<file path="config.mk">
export PLATFORM = sky130hd
export DESIGN_NAME = cidr_first_match_acl_flat
export DESIGN_NICKNAME = d
export VERILOG_FILES = /design/src/rtl/cfma_pkg.sv /design/src/rtl/cfma_req_if.sv /design/src/rtl/cfma_rsp_if.sv /design/src/rtl/cfma_rule_mem.sv /design/src/rtl/cfma_match.sv /design/src/rtl/cidr_first_match_acl.sv /design/src/flat_wrapper.sv
export SDC_FILE = /design/constraint.sdc
export NUM_CORES = 2
export LEC_CHECK = 0
export BUFFER_PORTS_ARGS = -buffer_cell sky130_fd_sc_hd__buf_4
export CAP_MARGIN = 30
export CORE_MARGIN = 2
export CORE_UTILIZATION = 35
export CTS_BUF_LIST = sky130_fd_sc_hd__clkbuf_4
export CTS_CLUSTER_DIAMETER = 80
export DETAILED_ROUTE_END_ITERATION = 6
export PLACE_DENSITY_LB_ADDON = 0.1
export SYNTH_ARGS = -nofsm -noshare
export SYNTH_HDL_FRONTEND = slang
export SYNTH_SLANG_ARGS = --single-unit
</file>
<file path="constraint.sdc">
create_clock -name clk_i -period 8 [get_ports clk_i]
set_clock_uncertainty 0.2 [all_clocks]
set_input_delay 1.6 -clock clk_i [delete_from_list [all_inputs] [get_ports clk_i]]
set_output_delay 1.6 -clock clk_i [all_outputs]
set_load 0.01 [all_outputs]
</file>
<file path="src/rtl/cfma_pkg.sv">
`timescale 1ns / 1ps
// ----------------------------------------------------------------------------
// cfma_pkg
// Shared types, codes and the prefix mask helper of the CIDR rule matcher.
// ----------------------------------------------------------------------------
package cfma_pkg;

  localparam logic CMD_CHECK = 1'b0;
  localparam logic CMD_ADD   = 1'b1;

  localparam logic [1:0] FAM_V4 = 2'd0;
  localparam logic [1:0] FAM_V6 = 2'd1;

  localparam logic [1:0] STATUS_OK        = 2'd0;
  localparam logic [1:0] STATUS_FULL      = 2'd1;
  localparam logic [1:0] STATUS_PREFIX    = 2'd2;
  localparam logic [1:0] STATUS_BAD_ADDR  = 2'd3;

  localparam logic [7:0] FULL_LEN_V4 = 8'd32;
  localparam logic [7:0] FULL_LEN_V6 = 8'd128;

  typedef enum logic [1:0] {
    ST_IDLE,
    ST_EXEC,
    ST_SCAN,
    ST_DONE
  } state_e;

  // One table entry; the network is stored already masked.
  typedef struct packed {
    logic [63:0] net_high;
    logic [63:0] net_low;
    logic [7:0]  prefix;
    logic        is_v6;
    logic        action;
  } rule_t;

  typedef struct packed {
    logic       allow;
    logic [1:0] status;
    logic       used_default;
  } result_t;

  // Leading-ones mask over {high, low} for a prefix of the given family.
  function automatic logic [127:0] prefix_mask(logic v6, logic [7:0] p);
    logic [6:0]  ph;
    logic [6:0]  pl;
    logic [5:0]  p4;
    logic [63:0] mh;
    logic [63:0] ml;
    ph = (p > 8'd64) ? 7'd64 : p[6:0];
    pl = (p > 8'd64) ? 7'(p - 8'd64) : 7'd0;
    p4 = (p > 8'd32) ? 6'd32 : p[5:0];
    if (v6) begin
      mh = ~({64{1'b1}} >> ph);
      ml = ~({64{1'b1}} >> pl);
    end else begin
      mh = '0;
      ml = {32'd0, ~({32{1'b1}} >> p4)};
    end
    return {mh, ml};
  endfunction

endpackage

</file>
<file path="src/rtl/cfma_req_if.sv">
`timescale 1ns / 1ps
// ----------------------------------------------------------------------------
// cfma_req_if
// Request channel: check or add-rule items with valid/ready handshake.
// ----------------------------------------------------------------------------
interface cfma_req_if;
  logic        valid;
  logic        ready;
  logic        cmd;
  logic [1:0]  addr_family;
  logic [63:0] addr_high;
  logic [63:0] addr_low;
  logic        prefix_given;
  logic [7:0]  prefix_len;
  logic        rule_allow;

  modport source (
    output valid, cmd, addr_family, addr_high, addr_low, prefix_given, prefix_len,
           rule_allow,
    input  ready
  );
  modport sink (
    input  valid, cmd, addr_family, addr_high, addr_low, prefix_given, prefix_len,
           rule_allow,
    output ready
  );
endinterface

</file>
<file path="src/rtl/cfma_rsp_if.sv">
`timescale 1ns / 1ps
// ----------------------------------------------------------------------------
// cfma_rsp_if
// Response channel: decision and status with valid/ready handshake.
// ----------------------------------------------------------------------------
interface cfma_rsp_if;
  logic       valid;
  logic       ready;
  logic       allow;
  logic [1:0] status;
  logic       used_default;

  modport source (
    output valid, allow, status, used_default,
    input  ready
  );
  modport sink (
    input  valid, allow, status, used_default,
    output ready
  );
endinterface

</file>
<file path="src/rtl/cfma_rule_mem.sv">
`timescale 1ns / 1ps
// ----------------------------------------------------------------------------
// cfma_rule_mem
// Rule table: one write port, one read port with registered read data.
// ----------------------------------------------------------------------------
module cfma_rule_mem #(
  parameter int Depth = 16,
  parameter int IdxW  = 4
) (
  input  logic             clk_i,
  input  logic             we_i,
  input  logic [IdxW-1:0]  waddr_i,
  input  cfma_pkg::rule_t  wdata_i,
  input  logic [IdxW-1:0]  raddr_i,
  output cfma_pkg::rule_t  rdata_o
);
  import cfma_pkg::*;

  rule_t mem_q [Depth];
  rule_t rdata_q;

  always_ff @(posedge clk_i) begin
    if (we_i) begin
      mem_q[waddr_i] <= wdata_i;
    end
    rdata_q <= mem_q[raddr_i];
  end

  assign rdata_o = rdata_q;

endmodule

</file>
<file path="src/rtl/cfma_match.sv">
`timescale 1ns / 1ps
// ----------------------------------------------------------------------------
// cfma_match
// Compares a request address against one stored rule under its prefix.
// ----------------------------------------------------------------------------
module cfma_match (
  input  cfma_pkg::rule_t rule_i,
  input  logic            v6_i,
  input  logic [63:0]     addr_high_i,
  input  logic [63:0]     addr_low_i,
  output logic            hit_o
);
  import cfma_pkg::*;

  logic [127:0] mask;

  assign mask  = prefix_mask(rule_i.is_v6, rule_i.prefix);
  // family must agree, then the masked address must equal the stored network
  assign hit_o = (rule_i.is_v6 == v6_i)
              && ((addr_high_i & mask[127:64]) == rule_i.net_high)
              && ((addr_low_i  & mask[63:0])   == rule_i.net_low);

endmodule

</file>
<file path="src/rtl/cidr_first_match_acl.sv">
`timescale 1ns / 1ps
// ----------------------------------------------------------------------------
// cidr_first_match_acl
// First-match IPv4/IPv6 CIDR access list with an appendable rule table.
// ----------------------------------------------------------------------------
//  channel  | dir | handshake          | payload
//  req_i    | in  | valid/ready        | cmd, family, address, prefix, action
//  rsp_o    | out | valid/ready        | allow, status, used_default
//  cfg      | in  | cfg_we_i, no wait  | dflt_allow (default verdict)
//
//  Add request: from one accept to the next it passes the accept, execute
//  and done states; the response register loads at the end of the done cycle.
//  Check request: the scan reads one rule per cycle from the table memory
//  port and stops at the first hit or at the last held rule.
//  Reset clears the rule count and the default verdict; table contents are
//  undefined until written, and reads beyond the count are never used.
//  A taken response frees the output register; a new request is accepted
//  while the previous response still waits.
// ----------------------------------------------------------------------------
module cidr_first_match_acl #(
  parameter int MAX_RULES = 16
) (
  input  logic       clk_i,
  input  logic       rst_ni,
  input  logic       cfg_we_i,
  input  logic       cfg_wdata_i,
  cfma_req_if.sink   req_i,
  cfma_rsp_if.source rsp_o
);
  import cfma_pkg::*;

  localparam int IdxW = (MAX_RULES > 1) ? $clog2(MAX_RULES) : 1;
  localparam int CntW = $clog2(MAX_RULES + 1);

  state_e state_q, state_d;

  logic            dflt_allow_q;
  logic [CntW-1:0] count_q, count_d;
  logic [IdxW-1:0] ptr_q, ptr_d;

  // latched request
  logic        cmd_q;
  logic [1:0]  fam_q;
  logic        v6_q;
  logic [63:0] ah_q;
  logic [63:0] al_q;
  logic [7:0]  plen_q;
  logic        ract_q;

  result_t res_q, res_d;
  result_t out_q;
  logic    out_valid_q;

  logic            req_fire;
  logic            out_free;
  logic            req_v6;
  logic [7:0]      req_full;

  logic            mem_we;
  rule_t           mem_wdata;
  logic [IdxW-1:0] mem_raddr;
  rule_t           mem_rdata;
  logic            hit;
  logic            scan_last;
  logic [127:0]    add_mask;

  assign req_i.ready = (state_q == ST_IDLE);
  assign req_fire    = req_i.valid && req_i.ready;
  assign out_free    = !out_valid_q || rsp_o.ready;
  assign req_v6      = (req_i.addr_family == FAM_V6);
  assign req_full    = req_v6 ? FULL_LEN_V6 : FULL_LEN_V4;

  assign scan_last = ((CntW'(ptr_q) + CntW'(1)) == count_q);
  assign add_mask  = prefix_mask(v6_q, plen_q);

  // ---- table and comparator -------------------------------------------------
  cfma_rule_mem #(
    .Depth (MAX_RULES),
    .IdxW  (IdxW)
  ) u_mem (
    .clk_i   (clk_i),
    .we_i    (mem_we),
    .waddr_i (count_q[IdxW-1:0]),
    .wdata_i (mem_wdata),
    .raddr_i (mem_raddr),
    .rdata_o (mem_rdata)
  );

  cfma_match u_match (
    .rule_i      (mem_rdata),
    .v6_i        (v6_q),
    .addr_high_i (ah_q),
    .addr_low_i  (al_q),
    .hit_o       (hit)
  );

  // ---- next state -----------------------------------------------------------
  always_comb begin
    state_d = state_q;
    case (state_q)
      ST_IDLE: begin
        if (req_fire) state_d = ST_EXEC;
      end
      ST_EXEC: begin
        // a check with a valid family and a non-empty table goes scanning
        if (cmd_q == CMD_CHECK && fam_q <= FAM_V6 && count_q != '0) begin
          state_d = ST_SCAN;
        end else begin
          state_d = ST_DONE;
        end
      end
      ST_SCAN: begin
        if (hit || scan_last) state_d = ST_DONE;
      end
      ST_DONE: begin
        if (out_free) state_d = ST_IDLE;
      end
      default: state_d = ST_IDLE;
    endcase
  end

  // ---- datapath control -----------------------------------------------------
  always_comb begin
    count_d   = count_q;
    ptr_d     = ptr_q;
    res_d     = res_q;
    mem_we    = 1'b0;
    mem_wdata = '{net_high: ah_q & add_mask[127:64],
                  net_low:  al_q & add_mask[63:0],
                  prefix:   plen_q,
                  is_v6:    v6_q,
                  action:   ract_q};
    mem_raddr = (state_q == ST_SCAN) ? ptr_q + IdxW'(1) : '0;
    case (state_q)
      ST_EXEC: begin
        ptr_d = '0;
        if (cmd_q == CMD_ADD) begin
          res_d = '{allow: 1'b0, status: STATUS_OK, used_default: 1'b0};
          if (count_q >= CntW'(MAX_RULES)) begin
            res_d.status = STATUS_FULL;
          end else if (fam_q > FAM_V6) begin
            res_d.status = STATUS_BAD_ADDR;
          end else if (plen_q > (v6_q ? FULL_LEN_V6 : FULL_LEN_V4)) begin
            res_d.status = STATUS_PREFIX;
          end else begin
            mem_we  = 1'b1;
            count_d = count_q + CntW'(1);
          end
        end else if (fam_q > FAM_V6) begin
          res_d = '{allow: dflt_allow_q, status: STATUS_BAD_ADDR, used_default: 1'b1};
        end else begin
          // empty table answers with the default; otherwise the scan overwrites
          res_d = '{allow: dflt_allow_q, status: STATUS_OK, used_default: 1'b1};
        end
      end
      ST_SCAN: begin
        if (hit) begin
          res_d = '{allow: mem_rdata.action, status: STATUS_OK, used_default: 1'b0};
        end else if (scan_last) begin
          res_d = '{allow: dflt_allow_q, status: STATUS_OK, used_default: 1'b1};
        end else begin
          ptr_d = ptr_q + IdxW'(1);
        end
      end
      default: ;
    endcase
  end

  // ---- registers ------------------------------------------------------------
  always_ff @(posedge clk_i or negedge rst_ni) begin
    if (!rst_ni) begin
      state_q      <= ST_IDLE;
      count_q      <= '0;
      dflt_allow_q <= 1'b0;
      out_valid_q  <= 1'b0;
    end else begin
      state_q <= state_d;
      count_q <= count_d;
      if (cfg_we_i) dflt_allow_q <= cfg_wdata_i;
      if (state_q == ST_DONE && out_free) begin
        out_valid_q <= 1'b1;
      end else if (rsp_o.ready) begin
        out_valid_q <= 1'b0;
      end
    end
  end

  always_ff @(posedge clk_i) begin
    ptr_q <= ptr_d;
    res_q <= res_d;
    if (state_q == ST_DONE && out_free) out_q <= res_q;
    if (req_fire) begin
      cmd_q  <= req_i.cmd;
      fam_q  <= req_i.addr_family;
      v6_q   <= req_v6;
      // IPv4 keeps only the low 32 address bits
      ah_q   <= req_v6 ? req_i.addr_high : 64'd0;
      al_q   <= req_v6 ? req_i.addr_low : {32'd0, req_i.addr_low[31:0]};
      plen_q <= req_i.prefix_given ? req_i.prefix_len : req_full;
      ract_q <= req_i.rule_allow;
    end
  end

  assign rsp_o.valid        = out_valid_q;
  assign rsp_o.allow        = out_q.allow;
  assign rsp_o.status       = out_q.status;
  assign rsp_o.used_default = out_q.used_default;

endmodule

</file>
<file path="src/flat_wrapper.sv">
// flat-port wrapper written by rule: the top's interface ports become plain ports
module cidr_first_match_acl_flat import cfma_pkg::*;
#(
  parameter int MAX_RULES = 16
)
  (clk_i, rst_ni, cfg_we_i, cfg_wdata_i, req_i_valid, req_i_cmd, req_i_addr_family, req_i_addr_high, req_i_addr_low, req_i_prefix_given, req_i_prefix_len, req_i_rule_allow, req_i_ready, rsp_o_valid, rsp_o_allow, rsp_o_status, rsp_o_used_default, rsp_o_ready);
  cfma_req_if req_i_i ();
  cfma_rsp_if rsp_o_i ();
  input  logic clk_i;
  input  logic rst_ni;
  input  logic cfg_we_i;
  input  logic cfg_wdata_i;
  input wire logic [$bits(req_i_i.valid)-1:0] req_i_valid;
  input wire logic [$bits(req_i_i.cmd)-1:0] req_i_cmd;
  input wire logic [$bits(req_i_i.addr_family)-1:0] req_i_addr_family;
  input wire logic [$bits(req_i_i.addr_high)-1:0] req_i_addr_high;
  input wire logic [$bits(req_i_i.addr_low)-1:0] req_i_addr_low;
  input wire logic [$bits(req_i_i.prefix_given)-1:0] req_i_prefix_given;
  input wire logic [$bits(req_i_i.prefix_len)-1:0] req_i_prefix_len;
  input wire logic [$bits(req_i_i.rule_allow)-1:0] req_i_rule_allow;
  output wire logic [$bits(req_i_i.ready)-1:0] req_i_ready;
  output wire logic [$bits(rsp_o_i.valid)-1:0] rsp_o_valid;
  output wire logic [$bits(rsp_o_i.allow)-1:0] rsp_o_allow;
  output wire logic [$bits(rsp_o_i.status)-1:0] rsp_o_status;
  output wire logic [$bits(rsp_o_i.used_default)-1:0] rsp_o_used_default;
  input wire logic [$bits(rsp_o_i.ready)-1:0] rsp_o_ready;
  assign req_i_i.valid = req_i_valid;
  assign req_i_i.cmd = req_i_cmd;
  assign req_i_i.addr_family = req_i_addr_family;
  assign req_i_i.addr_high = req_i_addr_high;
  assign req_i_i.addr_low = req_i_addr_low;
  assign req_i_i.prefix_given = req_i_prefix_given;
  assign req_i_i.prefix_len = req_i_prefix_len;
  assign req_i_i.rule_allow = req_i_rule_allow;
  assign req_i_ready = req_i_i.ready;
  assign rsp_o_valid = rsp_o_i.valid;
  assign rsp_o_allow = rsp_o_i.allow;
  assign rsp_o_status = rsp_o_i.status;
  assign rsp_o_used_default = rsp_o_i.used_default;
  assign rsp_o_i.ready = rsp_o_ready;
  cidr_first_match_acl #(.MAX_RULES(MAX_RULES)) u_core (.clk_i(clk_i), .rst_ni(rst_ni), .cfg_we_i(cfg_we_i), .cfg_wdata_i(cfg_wdata_i), .req_i(req_i_i), .rsp_o(rsp_o_i));
endmodule
</file>
# After elaboration in Yosys (flattened, before gate mapping)
# Memory sizes are Yosys's and may differ from the RTL's. A register that Yosys moved wholly into a read port is not among the register bits.
# Cells that the tools add are included.
[classes] addsub=5 order_cmp=8 n_eq_ne=14 n_shift=6 n_mux=39 bitwise=14 n_reduce_logical=17
[ops] op="$and 64x64->64" n=4
[ops] op="$mux 64" n=4
[ops] op="$not 64->64" n=4
[ops] op="$shr 64x7->64 const A" n=4
[ops] op="$eq 64x64->1" n=2
[ops] op="$not 32->32" n=2
[ops] op="$shr 32x6->32 const A" n=2
[ops] op="$mux 7" n=4
[ops] op="$mux 4" n=6
[ops] op="$mux 8" n=3
[ops] op="$gt 8x6->1 const B" n=2
[ops] op="$gt 8x7->1 const B" n=2
[ops] op="$pmux 4 s2" n=2
[ops] op="$sub 7x7->7 const B" n=2
[ops] op="$mux 2" n=6
[ops] op="$mux 6" n=2
[ops] op="$mux 1" n=10
[ops] op="$gt 8x8->1" n=1
[ops] op="$pmux 2 s4" n=1
[ops] op="$logic_and 1x1->1" n=6
[ops] op="$ne 2x2->1 const B" n=3
[ops] op="$reduce_and 3->1" n=2
[ops] op="$add 4x1->5 const B" n=1
[ops] op="$add 5x1->5 const B" n=1
[ops] op="other kinds (19)" n=27
[totals] regBits=162 ram_bits=2208 out_inout_bits=6 n_memories=1
[memory_table] memory="u_core.u_mem.mem_q" depth=16 word_bits=138 read_ports=1 rd_clocked_by_memory_dff=1 write_ports=1 line_no="cfma_rule_mem.sv:19" source="rule_t mem_q [Depth];"

# Longest topological paths before layout
[logic_depth] ltp_word=12 depth_mapped=15 mapped_depth_nobuf=10

# Modules after synthesis
# From an unflattened synthesis, not the netlist that was laid out.
[unflattened] hier_cells=5021 hier_area_um2=97792.5
[modules_own_cells] mod="cfma_rule_mem" n_inst=1 cells_per_inst=3598 area_per_inst_um2=85618.4 seq_area_each_um2=69066.2
[modules_own_cells] mod="cidr_first_match_acl" n_inst=1 cells_per_inst=776 area_per_inst_um2=8191.6 seq_area_each_um2=4789.6
[modules_own_cells] mod="cfma_match" n_inst=1 cells_per_inst=647 area_per_inst_um2=3982.6 seq_area_each_um2=0.0

# Worst setup path before layout
# Ideal clock, no wire load.
[synth_path] path_type="reg-to-reg" from="register u_core.v6_q" to="memory u_core.u_mem.mem_q[4][0] (netlist name) (enable)" arrival_ns=5.764 required_time_ns=7.286 path_slack_ns=1.521 stages_incl_launch_ff=12 n_path_buf=3 period_less_slack_ns=6.479 cell_sequence="edfxtp_1 clkbuf_1 inv_1 clkbuf_1 ha_1 a32oi_1 o22a_1 nor4_1 clkbuf_1 nand2_1 nor2_1 and2_1"
[synth_between] elab_chain_len=9
[synth_lines] element="start, declared" line_no="cidr_first_match_acl.sv:44" source="logic v6_q;"
[synth_lines] element="start signal, assigned" line_no="cidr_first_match_acl.sv:195" source="v6_q <= req_v6;"
[synth_lines] element="$mux 8" line_no="cidr_first_match_acl.sv:143" source="end else if (plen_q > (v6_q ? FULL_LEN_V6 : FULL_LEN_V4)) begin"
[synth_lines] element="$gt 8x8->1" line_no="cidr_first_match_acl.sv:143"
[synth_lines] element="$mux 1" line_no="cidr_first_match_acl.sv:143"
[synth_lines] element="$mux 1" line_no="cidr_first_match_acl.sv:141" source="end else if (fam_q > FAM_V6) begin"
[synth_lines] element="$mux 1" line_no="cidr_first_match_acl.sv:139" source="if (count_q >= CntW'(MAX_RULES)) begin"
[synth_lines] element="$mux 1" line_no="cidr_first_match_acl.sv:137" source="if (cmd_q == CMD_ADD) begin"
[synth_lines] element="$mux 1" line_no="cidr_first_match_acl.sv:134" source="case (state_q)"
[synth_lines] element="$mux 1" line_no="cfma_rule_mem.sv:23" source="if (we_i) begin"
[synth_lines] element="$mux 1 (implied by the code)" line_no="cfma_rule_mem.sv:24" source="mem_q[waddr_i] <= wdata_i;"
[synth_lines] element="end, declared" line_no="cfma_rule_mem.sv:19"
# Every way passes these cells.

# Final worst setup path
[layout_path] from="register, netlist name u_core.u_mem.rdata_o[8]" to="register u_core.res_q[1] (netlist name) (enable)"
[layout_between] elab_chain_len=11 word_cells_on_any_way=22 cone_classes="add/sub (1); order compare (2); eq/ne (3); shift (3); mux (5); bitwise (5); reduce/logical (3)"
[layout_lines] element="$gt 8x7->1" line_no="cfma_pkg.sv:51, cfma_pkg.sv:52"
[layout_lines] element="$mux 7" line_no="cfma_pkg.sv:51" source="ph = (p > 8'd64) ? 7'd64 : p[6:0];"
[layout_lines] element="$shr 64x7->64" line_no="cfma_pkg.sv:55" source="mh = ~({64{1'b1}} >> ph);"
[layout_lines] element="$not 64->64" line_no="cfma_pkg.sv:55"
[layout_lines] element="$mux 64" line_no="cfma_pkg.sv:54" source="if (v6) begin"
[layout_lines] element="$and 64x64->64" line_no="cfma_match.sv:20" source="&& ((addr_high_i & mask[127:64]) == rule_i.net_high)"
[layout_lines] element="$eq 64x64->1" line_no="cfma_match.sv:20"
[layout_lines] element="$logic_and 1x1->1" line_no="cfma_match.sv:20"
[layout_lines] element="$logic_and 1x1->1 (*)" line_no="cfma_match.sv:21" source="&& ((addr_low_i & mask[63:0]) == rule_i.net_low);"
[layout_lines] element="$ne 3x1->1 (no line) (*)"
[layout_lines] element="$reduce_and 2->1 (no line) (*)"
[layout_lines] element="end signal, assigned" line_no="cidr_first_match_acl.sv:190" source="res_q <= res_d;"
[layout_lines] element="end, declared" line_no="cidr_first_match_acl.sv:50" source="result_t res_q, res_d;"
# Mark *: on every way between the ends. The rest lies on a longest branch, timed or not.
# A chain may end at the register's enable or synchronous reset.

==> metrics.md <==
| Metric | Value |
|---|---|
| Area leader, netlist | edfxtp_1 |
| Clock Power Share | 0.286 |
| Nets@finish | 7395 |
| Area delta synth->final | 16.8% |
| Combinational cell fraction of total power | 0.305 |
| Vias in the first global route | 62400 |
| Placed cell areas | 0.108 mm² |
| Number of setup buffers added after CTS | 0 |
| DRC Markers | 0 |
| Largest net degree at the start of global routing | 124 |
| Share of cells above drive strength 1 | 0.219 |
| Vias per cell | 5.42 |
| Yosys warning count | 0 |
| Syn nets | 6654 |
| Fmax | 170 MHz |
| Slew HR | 0.285 |
| Sw Ratio | 0.371 |
| Data arrival, critical path | 6830 ps |
| Status | finished, final reports clean |
| Post-synth EDFFs | 2360 |
| Post-CTS sizing | 0 |
| Peak VDD IR | 291 µV |
| Die height | 541 µm |
| # fillers | 26600 |
| CTS max path bufs | 4 |
| Initial Util | 0.352 |
| Final instance area | 0.118 mm² |
| Initial antenna violation count | 22 |
| CTS H-tree depth | 6 |
| Internal Power | 25800 µW |
| Setup slack after placement | 2240 ps |
| Setup crit end kind | register |
| Setup_tns | 0 ps |
| Hold buffer count at cts | 112 |
| Most instantiated cells after synthesis | edfxtp_1, nand2_1, mux2i_1 |
| End of the critical path | u_core.res_q[1] |
| Crit-path max FO | 28 |
| Placed Cells incl. Taps | 10200 |
| Post-Syn Area | 0.101 mm² |
| CTS root buf | clkbuf_4 |
| Global route overflow | 0 |
| Core Rows | 197 |
| R2R setup slack | 2110 ps |
| Fin. Hold Viols | 0 |
| Crit path setup slack, layout | 2110 ps |
| Least-Margin Pin Slew | 1070 ps |
| Die ar. | 0.293 mm² |
| Max-cap viol count | 0 |
| Horiz. Die Dim | 541 µm |
| Worst r2r src | u_core.u_mem.rdata_o[8] |
| Critical Path Start Type | register |
| FF/Latch Area | 0.0739 mm² |
| Clock slew seen by the registers of the worst setup and hold paths | 70 ps |
| Gpl congestion | 0.945 |
| PD cells | 348 mW/mm² |
| # IOs | 153 |
| Critical Path Start | u_core.u_mem.rdata_o[8] |
| Minimum clock period | 5890 ps |
| First-pass GRT wire length | 502 mm |
| Post-route antenna net violation count | 0 |
| Final setup vio count | 0 |
| Clock Latency Late Sink | 1570 ps |
| Synth top area share | 0.701 |
| Cell with the most instances after synthesis | edfxtp_1 |
| Syn Inst Count | 6496 |
| GRT Util Overall | 0.245 |
| Area of the multi-input gates | 0.0256 mm² |
| DP HPWL | 218 mm |
| Post-Layout Cell Count | 11600 |
| Total CTS buffers | 677 |
| Final Slew Violations | 0 |
| Drt total wl | 366 mm |
| Reg2Reg Depth | 10 |
| RSZ-0062 raised after global routing | no |
| Core area | 0.288 mm² |
| Drt first pass iters | 6 |
| Final core utilization | 0.410 |
| Avg WL per Cell | 31.6 µm |
| CP required | 8940 ps |
| Via Count | 62800 |
| Sw Pwr | 15300 µW |
| Flops & latches, synth | 2507 |
| PortBufs | 152 |
| Ys flop type | edfxtp_1 |
| Area contributors post-synth | edfxtp_1, mux2i_1, nand2_1 |
| Final period util | 0.736 |
| Starting DRT DRC Count | 5822 |
| Critical path type | register to register |
| FFs w/ async S/R, synth | 0.00359 |
| Sequential Power Share | 0.408 |
| Sink Count | 2507 |
| R2r endpoint | u_core.res_q[1] |
| Yosys cell types | 91 |
| Sequential area share after synthesis | 0.730 |
| Hold Crit Class | primary input to register |
| Leakage | 0.0415 µW |
| Mean Syn Cell Area | 15.6 µm² |
| CTS tree | built |
cells in the final DEF (no fill, tap or decap), types with 39 or more instances in the layout:
cell type | synthesis | layout
o211ai_1 | 46 | 46
nor2_1 | 95 | 89
a21oi_1 | 236 | 228
edfxtp_1 | 2360 | 2360
mux2i_1 | 692 | 692
clkinv_1 | 0 | 112
o21ai_0 | 126 | 125
mux4_2 | 138 | 138
inv_1 | 45 | 44
nand3_1 | 190 | 190
buf_12 | 0 | 48
nor2b_1 | 144 | 143
xnor2_1 | 39 | 39
and3_1 | 63 | 59
a311oi_1 | 278 | 278
dfxtp_1 | 138 | 134
buf_4 | 3 | 312
clkbuf_4 | 0 | 1051
a211oi_1 | 146 | 145
dlygate4sd3_1 | 0 | 112
and2_1 | 128 | 115
nand2_1 | 838 | 837
power by group through the flow:
stage / Clock [µW] / Combinational [µW] / Sequential [µW]
floorplan: 0 / 7640 / 16100
global placement: 0 / 12400 / 17100
CTS: 12100 / 12600 / 16800
detailed placement: 0 / 12500 / 17000
global route: 12800 / 13300 / 16700
finish: 11800 / 12500 / 16800
cells by family (layout without fill, tap and decap cells):
family / after synthesis / in the layout / share of synthesized area
flops: 2507 / 2507 / 0.730
simple gates: 1620 / 1620 / 0.0756
compound gates: 980 / 980 / 0.0686
mux: 835 / 835 / 0.0998
buf+inv: 474 / 1770 / 0.0183
xor+xnor: 69 / 69 / 0.00598
fa+ha+maj: 11 / 11 / 0.00136
other cells: 0 / 19 / 0
layer usage:
layer  part of all wire  wire [µm]  up-vias  track usage
li1                   -          -    27400            -
met1               0.44     162000    32700        0.337
met2               0.47     171000     2239        0.388
met3              0.054      19900      543       0.0396
met4              0.036      13300        8       0.0958
met5            0.00017         61        -            0
final cells by class:
cell class / instances / area share
antenna: 19 / 0.000403
clock buffer: 1051 / 0.0668
clock inverter: 183 / 0.00953
inverter: 48 / 0.00173
multi-input combinational: 3515 / 0.217
sequential: 2507 / 0.626
tap: 3781 / 0.0401
timing repair buffer: 488 / 0.0393
registers in the layout, indices dropped and copies added (netlist names), 2 cells and up:
register / flops
u_core.plen_q: 8
u_core.u_mem.rdata_o: 138
u_core.ah_q: 64
u_core.count_q: 5
u_core.u_mem.mem_q: 2208
u_core.res_q: 4
u_core.ptr_q: 4
u_core.state_q: 2
u_core.rsp_o.status: 2
u_core.al_q: 64
through the flow:
| stage | power, µW | hold WS [ps] |
|---|---|---|
| 2_1_floorplan | 23700 | 200 |
| 3_3_place_gp | 29500 | 207 |
| 3_5_place_dp | 29500 | 207 |
| 4_1_cts | 41400 | 1.98 |
| 5_1_grt | 42900 | 124 |
| 6_report | 41100 | 194 |
worst min path at each step:
stage,start,endpoint,slack (ps),cells after the start
after detailed placement,u_core.res_q[1],u_core.rsp_o.status[0],210,0
after global placement,u_core.res_q[0],u_core.rsp_o.used_default,210,0
after floorplan,u_core.res_q[3],u_core.rsp_o.allow,200,0
after global routing,req_i_addr_high[36],u_core.ah_q[36],120,2
final,req_i_prefix_len[7],u_core.plen_q[7],190,3
after CTS,req_i_addr_high[13],u_core.ah_q[13],2,2
critical path: stages, from the launching register on:
cell,delay [ps]
dfxtp_2,650
buf_4,500
nor3_2,110
nand2_1,440
a21oi_1,330
or4_1,680
nor4_1,350
nand4_1,290
or4_1,570
or4_1,750
a21boi_0,600
No activity file was read; power rests on OpenSTA's default activity.
